[config.mk]
export PLATFORM = sky130hd
export DESIGN_NAME = murmur2_hash32
export DESIGN_NICKNAME = d
export VERILOG_FILES = /design/src/design/mh2_pkg.sv /design/src/design/mh2_dp.sv /design/src/design/mh2_ctrl.sv /design/src/design/murmur2_hash32.sv
export SDC_FILE = /design/constraint.sdc
export NUM_CORES = 1
export LEC_CHECK = 0
export BUFFER_PORTS_ARGS = -buffer_cell sky130_fd_sc_hd__buf_2
export CORE_MARGIN = 2
export CORE_UTILIZATION = 40
export DETAILED_ROUTE_END_ITERATION = 7
export GPL_TIMING_DRIVEN = 0
export PLACE_DENSITY = 0.6
export SYNTH_ARGS = -nofsm -noshare
export SYNTH_HDL_FRONTEND = slang
export SYNTH_SLANG_ARGS = --single-unit
[constraint.sdc]
create_clock -name clk -period 9.99 [get_ports clk]
set_input_delay 0 -clock clk [delete_from_list [all_inputs] [get_ports clk]]
set_output_delay 0 -clock clk [all_outputs]
set_load 0.005 [all_outputs]
[src/design/mh2_pkg.sv]
// Shared constants, controller states and datapath command types for the MurmurHash2 block.
package mh2_pkg;

  localparam logic [31:0] MUL_CONST = 32'h5bd1e995;

  typedef enum logic [2:0] {
    ST_IDLE,
    ST_MIX_K1,
    ST_MIX_K2,
    ST_MIX_H,
    ST_TAIL,
    ST_AVAL
  } mh2_state_t;

  typedef enum logic [2:0] {
    OP_NONE,
    OP_LOAD,
    OP_MIX_K1,
    OP_MIX_K2,
    OP_MIX_H,
    OP_TAIL,
    OP_AVAL
  } mh2_op_t;

  typedef struct packed {
    mh2_op_t op;
    logic    use_total;
  } mh2_cmd_t;

endpackage

[src/design/mh2_dp.sv]
// Datapath: hash and chunk registers around one shared multiply by the mixing constant.
module mh2_dp (
  input  logic              clk,
  input  mh2_pkg::mh2_cmd_t cmd,
  input  logic [31:0]       word_data,
  input  logic [1:0]        byte_count,
  input  logic [31:0]       total_length,
  output logic [31:0]       hash_value
);

  logic [31:0] h_r;
  logic [31:0] k_r;
  logic [31:0] out_r;
  logic [1:0]  cnt_r;
  logic [31:0] keep;
  logic [31:0] mul_a;
  logic [31:0] prod;

  always_comb begin
    unique case (cnt_r)
      2'd1:    keep = 32'h0000_00ff;
      2'd2:    keep = 32'h0000_ffff;
      2'd3:    keep = 32'h00ff_ffff;
      default: keep = 32'h0000_0000;
    endcase
  end

  always_comb begin
    unique case (cmd.op)
      mh2_pkg::OP_MIX_K1: mul_a = k_r;
      mh2_pkg::OP_MIX_K2: mul_a = k_r ^ (k_r >> 24);
      mh2_pkg::OP_MIX_H:  mul_a = h_r;
      mh2_pkg::OP_TAIL:   mul_a = h_r ^ (k_r & keep);
      mh2_pkg::OP_AVAL:   mul_a = h_r ^ (h_r >> 13);
      default:            mul_a = 32'h0;
    endcase
  end

  assign prod = mul_a * mh2_pkg::MUL_CONST;

  always_ff @(posedge clk) begin
    unique case (cmd.op)
      mh2_pkg::OP_LOAD: begin
        k_r   <= word_data;
        cnt_r <= byte_count;
        if (cmd.use_total) begin
          h_r <= total_length;
        end
      end
      mh2_pkg::OP_MIX_K1: k_r   <= prod;
      mh2_pkg::OP_MIX_K2: k_r   <= prod;
      mh2_pkg::OP_MIX_H:  h_r   <= prod ^ k_r;
      mh2_pkg::OP_TAIL:   h_r   <= prod;
      mh2_pkg::OP_AVAL:   out_r <= prod;
      default: ;
    endcase
  end

  // last avalanche xor-shift sits after the output register
  assign hash_value = out_r ^ (out_r >> 15);

endmodule

[src/design/mh2_ctrl.sv]
// Controller: sequences the mix steps per chunk and owns key and output handshake state.
module mh2_ctrl (
  input  logic              clk,
  input  logic              rst_n,
  input  logic              in_valid,
  input  logic [2:0]        in_byte_count,
  input  logic              in_is_last,
  output logic              in_stall,
  output logic              out_valid,
  input  logic              out_stall,
  output mh2_pkg::mh2_cmd_t cmd
);

  mh2_pkg::mh2_state_t state_r;
  mh2_pkg::mh2_state_t state_nxt;
  logic                last_r;
  logic                inside_r;
  logic                out_valid_r;
  logic                accept;
  logic                aval_fire;

  assign accept    = in_valid && (state_r == mh2_pkg::ST_IDLE);
  assign aval_fire = (state_r == mh2_pkg::ST_AVAL) && (!out_valid_r || !out_stall);

  always_comb begin
    state_nxt = state_r;
    unique case (state_r)
      mh2_pkg::ST_IDLE: begin
        if (in_valid) begin
          if (in_byte_count[2]) begin
            state_nxt = mh2_pkg::ST_MIX_K1;
          end else if (in_byte_count[1:0] != 2'd0) begin
            state_nxt = mh2_pkg::ST_TAIL;
          end else begin
            state_nxt = mh2_pkg::ST_AVAL;
          end
        end
      end
      mh2_pkg::ST_MIX_K1: state_nxt = mh2_pkg::ST_MIX_K2;
      mh2_pkg::ST_MIX_K2: state_nxt = mh2_pkg::ST_MIX_H;
      mh2_pkg::ST_MIX_H:  state_nxt = last_r ? mh2_pkg::ST_AVAL : mh2_pkg::ST_IDLE;
      mh2_pkg::ST_TAIL:   state_nxt = mh2_pkg::ST_AVAL;
      mh2_pkg::ST_AVAL: begin
        if (aval_fire) begin
          state_nxt = mh2_pkg::ST_IDLE;
        end
      end
      default: state_nxt = mh2_pkg::ST_IDLE;
    endcase
  end

  always_comb begin
    in_stall      = (state_r != mh2_pkg::ST_IDLE);
    cmd.use_total = !inside_r;
    unique case (state_r)
      mh2_pkg::ST_IDLE:   cmd.op = in_valid ? mh2_pkg::OP_LOAD : mh2_pkg::OP_NONE;
      mh2_pkg::ST_MIX_K1: cmd.op = mh2_pkg::OP_MIX_K1;
      mh2_pkg::ST_MIX_K2: cmd.op = mh2_pkg::OP_MIX_K2;
      mh2_pkg::ST_MIX_H:  cmd.op = mh2_pkg::OP_MIX_H;
      mh2_pkg::ST_TAIL:   cmd.op = mh2_pkg::OP_TAIL;
      mh2_pkg::ST_AVAL:   cmd.op = aval_fire ? mh2_pkg::OP_AVAL : mh2_pkg::OP_NONE;
      default:            cmd.op = mh2_pkg::OP_NONE;
    endcase
  end

  always_ff @(posedge clk) begin
    if (!rst_n) begin
      state_r     <= mh2_pkg::ST_IDLE;
      last_r      <= 1'b0;
      inside_r    <= 1'b0;
      out_valid_r <= 1'b0;
    end else begin
      state_r <= state_nxt;
      if (accept) begin
        last_r <= in_is_last;
      end
      if ((state_r == mh2_pkg::ST_MIX_H) && !last_r) begin
        inside_r <= 1'b1;
      end else if (aval_fire) begin
        inside_r <= 1'b0;
      end
      if (aval_fire) begin
        out_valid_r <= 1'b1;
      end else if (!out_stall) begin
        out_valid_r <= 1'b0;
      end
    end
  end

  assign out_valid = out_valid_r;

endmodule

[src/design/murmur2_hash32.sv]
// MurmurHash2 (32-bit, seed zero) over a stream of little-endian 32-bit key chunks.
// One chunk at a time through a single shared 32x32 multiply by the mixing constant.
// After accept: full chunk key mix twice, hash mix, avalanche if last; short chunk
// tail mix, avalanche; empty chunk avalanche; hash registered, offered next cycle.
// The final step waits while a previous hash is still stalled in the output register.
// Synchronous active-low reset clears the controller, key and output valid state.
module murmur2_hash32 (
  input  logic        clk,
  input  logic        rst_n,
  input  logic        in_valid,
  output logic        in_stall,
  input  logic [31:0] in_word_data,
  input  logic [2:0]  in_byte_count,
  input  logic        in_is_last,
  input  logic [31:0] in_total_length,
  output logic        out_valid,
  input  logic        out_stall,
  output logic [31:0] out_hash_value
);

  mh2_pkg::mh2_cmd_t cmd;

  mh2_ctrl u_ctrl (
    .clk          (clk),
    .rst_n        (rst_n),
    .in_valid     (in_valid),
    .in_byte_count(in_byte_count),
    .in_is_last   (in_is_last),
    .in_stall     (in_stall),
    .out_valid    (out_valid),
    .out_stall    (out_stall),
    .cmd          (cmd)
  );

  mh2_dp u_dp (
    .clk         (clk),
    .cmd         (cmd),
    .word_data   (in_word_data),
    .byte_count  (in_byte_count[1:0]),
    .total_length(in_total_length),
    .hash_value  (out_hash_value)
  );

endmodule

==> impl_table.tex <==
\begin{tabular}{lr}
\hline
Metric & Value \\
\hline
\multicolumn{2}{l}{\textbf{Finish}} \\
\quad Share of layout cells above drive strength 1 & 0.1114 \\
\quad Commonest non-fill, non-tap cells in the layout & sky130\_fd\_sc\_hd\_\_inv\_1 (371), sky130\_fd\_sc\_hd\_\_ha\_1 (216), sky130\_fd\_sc\_hd\_\_fa\_1 (181) \\
\quad Antenna diode count & 0 \\
\quad Nets@finish & between 2,000 and 2,500 \\
\quad Growth of design area from synthesis to finish & 15.20\% \\
\quad Most common library cell in the layout ignoring fill and taps & sky130\_fd\_sc\_hd\_\_inv\_1 \\
\quad Final non-filler cell area & 0.01724 mm\^{}2 \\
\multicolumn{2}{l}{\textbf{Clock tree}} \\
\quad H-tree levels & 3 \\
\quad Clock root buffer master & sky130\_fd\_sc\_hd\_\_clkbuf\_16 \\
\quad Clock transition at path regs & around 80 ps \\
\quad Maximum count of clock buffers along a single path & 2 \\
\quad CTS tree & done \\
\quad Inserted Clock Buffers & 9 \\
\quad TritonCTS Sinks & between 100 and 150 \\
\quad Clock latency on the worst-skew pair & 360 ps \\
\multicolumn{2}{l}{\textbf{GRT}} \\
\quad Pin count of the biggest net entering global routing & 30 \\
\quad Global-route wire length before repair & 69,760 um \\
\quad Via count of the first global-routing pass & around 12,000 \\
\quad Total routing resource utilization after global routing & 0.2407 \\
\quad Number of antenna violations at the first check in global routing & 0 \\
\quad Residual overflow from global routing & 0 \\
\multicolumn{2}{l}{\textbf{Routing}} \\
\quad Remaining routing DRC violations & 0 \\
\quad Total Wirelength & roughly 46,000 um \\
\quad Post-detailed-route via-to-cell ratio & between 5 and 6 \\
\quad Routed wire length per instance & 20.71 um \\
\quad Number of nets still failing antenna checks after routing & 0 \\
\quad Length of the first detailed-routing pass in iterations & 5 \\
\quad Overall via count from detail\_route & approximately 12,000 \\
\quad Initial DRC Count & approximately 880 \\
\multicolumn{2}{l}{\textbf{STA}} \\
\quad Max Clock Freq & about 100 MHz \\
\quad Tcrit/Tclk final & 0.9629 \\
\quad Unrepaired setup endpoints after global routing & false \\
\quad Final-report max-slew violation count & 0 \\
\quad Final critical-path required period & slightly below 10,000 ps \\
\quad Setup skew after layout & 14.08 ps \\
\quad Final hold viol count & 0 \\
\quad Worst Tran Pin Value & 1156 ps \\
\quad Max\_slew headroom & 0.2294 \\
\quad Setup Viol. Count Final & 0 \\
\multicolumn{2}{l}{\textbf{Synth}} \\
\quad Average footprint of a synthesized cell & between 9 and 10 um\^{}2 \\
\quad Number of synthesized register bits & 104 \\
\quad Main area contributors after synthesis & sky130\_fd\_sc\_hd\_\_fa\_1 (24\%), sky130\_fd\_sc\_hd\_\_edfxtp\_1 (20\%), sky130\_fd\_sc\_hd\_\_ha\_1 (18\%) \\
\quad Top FF cell, synth & sky130\_fd\_sc\_hd\_\_edfxtp\_1 \\
\quad Post-synthesis async set-or-reset flop share & 0 \\
\quad Number of different library cells in the post-synthesis netlist & 71 \\
\quad Mapped cell area & $\sim$0.015 mm\^{}2 \\
\quad EDFF count, synth & 98 \\
\quad Sequential element share of the synthesized area & 0.2047 \\
\quad Cell type with the highest aggregate area in the netlist & sky130\_fd\_sc\_hd\_\_fa\_1 \\
\quad Share of the synthesized area in the top cell type & 0.2422 \\
\quad Mapped Cells & 1,546 \\
\quad Yosys warning total & 0 \\
\quad Synthesized net count & 2,015 \\
\multicolumn{2}{l}{\textbf{Critical path}} \\
\quad Required time of the worst setup path & around 10,000 ps \\
\quad Startpoint-to-endpoint class of the critical path & reg -> reg \\
\quad Type of destination of the critical path & flop \\
\quad Critical path's largest stage delay & roughly 710 ps \\
\quad Biggest fanout along the worst timing path & 14 \\
\quad Critical path startpoint category & flop \\
\quad Master of the slowest instance on the critical path & sky130\_fd\_sc\_hd\_\_fa\_1 \\
\quad WP data arrival & roughly 9700 ps \\
\multicolumn{2}{l}{\textbf{Placement}} \\
\quad Routability congestion estimate & roughly 0.90 \\
\quad Final HPWL DP & around 37,000 um \\
\quad Port-buffer cells & about 110 \\
\quad Area after detailed placement & 0.01626 mm\^{}2 \\
\multicolumn{2}{l}{\textbf{Die}} \\
\quad Starting Density & 0.4077 \\
\quad Core box area & about 0.037 mm\^{}2 \\
\quad DIE AREA & 0.03897 mm\^{}2 \\
\quad Chip height & between 150 and 200 um \\
\quad Site row count & 70 \\
\quad Die width & 197.4 um \\
\quad Ports & approximately 110 \\
\multicolumn{2}{l}{\textbf{Outcome}} \\
\quad Status & finished clean \\
\multicolumn{2}{l}{\textbf{Hold path}} \\
\quad Class of the worst hold path & in -> reg \\
\multicolumn{2}{l}{\textbf{Job}} \\
\quad Max-cap check violation count & 0 \\
\hline
\end{tabular}
[through the flow]
stage | setup TNS [ps] | utilization | std cells | setup slack, ps | hold WS, ps
6_report | 0 | 0.4697 | 2210 | 371.0 | 16.37
5_1_grt | 0 | 0.4697 | 2210 | 6.199 | 14.89
4_1_cts | 0 | 0.4674 | 2205 | 111.5 | 1.183
3_5_place_dp | -162.8 | 0.4431 | 2130 | -124.5 | 197.2
3_3_place_gp | -69470 | 0.4380 | 2119 | -2255 | 192.9
2_1_floorplan | 0 | - | 1546 | 867.5 | 98.87
[final cells by class]
type / count / area [um^2]
fillers: 3424 / 19460
plain buffers: 55 / 291.5
multi-input cells: 1011 / 10290
well taps: 468 / 585.6
flip-flops and latches: 104 / 3063
clock inverters: 6 / 51.30
clock buffers: 10 / 229.0
repair buffers: 181 / 1313
inverters: 375 / 1418
[worst paths after layout]
path / start / to / slack (ps) / cells after the start
setup / recovery: u_dp.cnt_r[1] / u_dp.h_r[31] / 370 / 33
hold / removal: in_total_length[20] / u_dp.h_r[20] / 20 / 3
setup reg to reg: u_dp.cnt_r[1] / u_dp.h_r[31] / 370 / 33
hold reg to reg: u_ctrl.last_r / u_ctrl.inside_r / 590 / 2
[per-layer routing]
layer	vias up	GRT usage	wire length, um
li1	5376	-	-
met1	5742	0.3222	19480
met2	442	0.4001	21350
met3	88	0.02766	3058
met4	0	0.09273	1894
met5	-	0	0
[timing repair]
item / CTS / global route
gates cloned: 0 / 0
setup endpoints to repair: 3 / 7
gates resized for setup: 4 / 10
hold endpoints to repair: 62 / 1
setup buffers: 0 / 5
hold buffers: 59 / 1
[logic make-up (layout without fill, tap and decap cells)]
| family | after synthesis | count (layout) | synth area share |
|---|---|---|---|
| buffers and inverters | 431 | 627 | 0.1137 |
| adders and majority gates | 397 | 397 | 0.4228 |
| AOI/OAI and AO/OA | 259 | 259 | 0.1146 |
| and+or+nand+nor | 238 | 238 | 0.07292 |
| xor gates and xnor gates | 114 | 114 | 0.06907 |
| DFF | 104 | 104 | 0.2047 |
| muxes | 3 | 3 | 0.002174 |
[Yosys cell counts (3+ instances only)]
| cell type | number |
|---|---|
| sky130_fd_sc_hd__inv_1 | 373 |
| sky130_fd_sc_hd__ha_1 | 216 |
| sky130_fd_sc_hd__fa_1 | 181 |
| sky130_fd_sc_hd__nand2_1 | 131 |
| sky130_fd_sc_hd__edfxtp_1 | 98 |
| sky130_fd_sc_hd__o21ai_0 | 72 |
| sky130_fd_sc_hd__xnor2_1 | 70 |
| sky130_fd_sc_hd__a21oi_1 | 47 |
| sky130_fd_sc_hd__xor2_1 | 41 |
| sky130_fd_sc_hd__nor2_1 | 36 |
| sky130_fd_sc_hd__clkbuf_1 | 31 |
| sky130_fd_sc_hd__a22oi_1 | 28 |
| sky130_fd_sc_hd__a21o_1 | 18 |
| sky130_fd_sc_hd__buf_4 | 16 |
| sky130_fd_sc_hd__nand3_1 | 13 |
| sky130_fd_sc_hd__o21ai_1 | 12 |
| sky130_fd_sc_hd__nor3_1 | 9 |
| sky130_fd_sc_hd__a221o_1 | 8 |
| sky130_fd_sc_hd__and3_1 | 7 |
| sky130_fd_sc_hd__nand2b_1 | 7 |
| sky130_fd_sc_hd__o21a_1 | 7 |
| sky130_fd_sc_hd__o31ai_1 | 7 |
| sky130_fd_sc_hd__dfxtp_1 | 6 |
| sky130_fd_sc_hd__o211ai_1 | 6 |
| sky130_fd_sc_hd__a211oi_1 | 5 |
| sky130_fd_sc_hd__a32o_1 | 5 |
| sky130_fd_sc_hd__and2_1 | 5 |
| sky130_fd_sc_hd__buf_2 | 5 |
| sky130_fd_sc_hd__nand3b_1 | 5 |
| sky130_fd_sc_hd__nor3b_1 | 5 |
| sky130_fd_sc_hd__o21bai_1 | 5 |
| sky130_fd_sc_hd__o221ai_1 | 5 |
| sky130_fd_sc_hd__a22o_1 | 4 |
| sky130_fd_sc_hd__nor2b_1 | 4 |
| sky130_fd_sc_hd__o22ai_1 | 4 |
| sky130_fd_sc_hd__a211o_1 | 3 |
| sky130_fd_sc_hd__a31oi_1 | 3 |
| sky130_fd_sc_hd__nand4_1 | 3 |
| sky130_fd_sc_hd__o21ai_2 | 3 |
[flip-flops by register name (all words and copies together) (netlist names)]
name,cells
u_dp.cnt_r,2
u_dp.out_r,32
u_ctrl.inside_r,1
u_dp.h_r,32
u_dp.k_r,32
u_ctrl.state_r,3
u_ctrl.out_valid,1
u_ctrl.last_r,1
[worst max-delay path: cells and delay by family, from the launching register on]
family | cells | cell delay (ps)
fa+ha+maj | 9 | 3810
compound gates | 11 | 2840
buf+inv | 10 | 1650
simple gates | 2 | 370
xor+xnor | 1 | 350
flops | 1 | 330
Power is not shown: default switching activity piles up to over one toggle a cycle in this logic, so the estimate is an artifact.
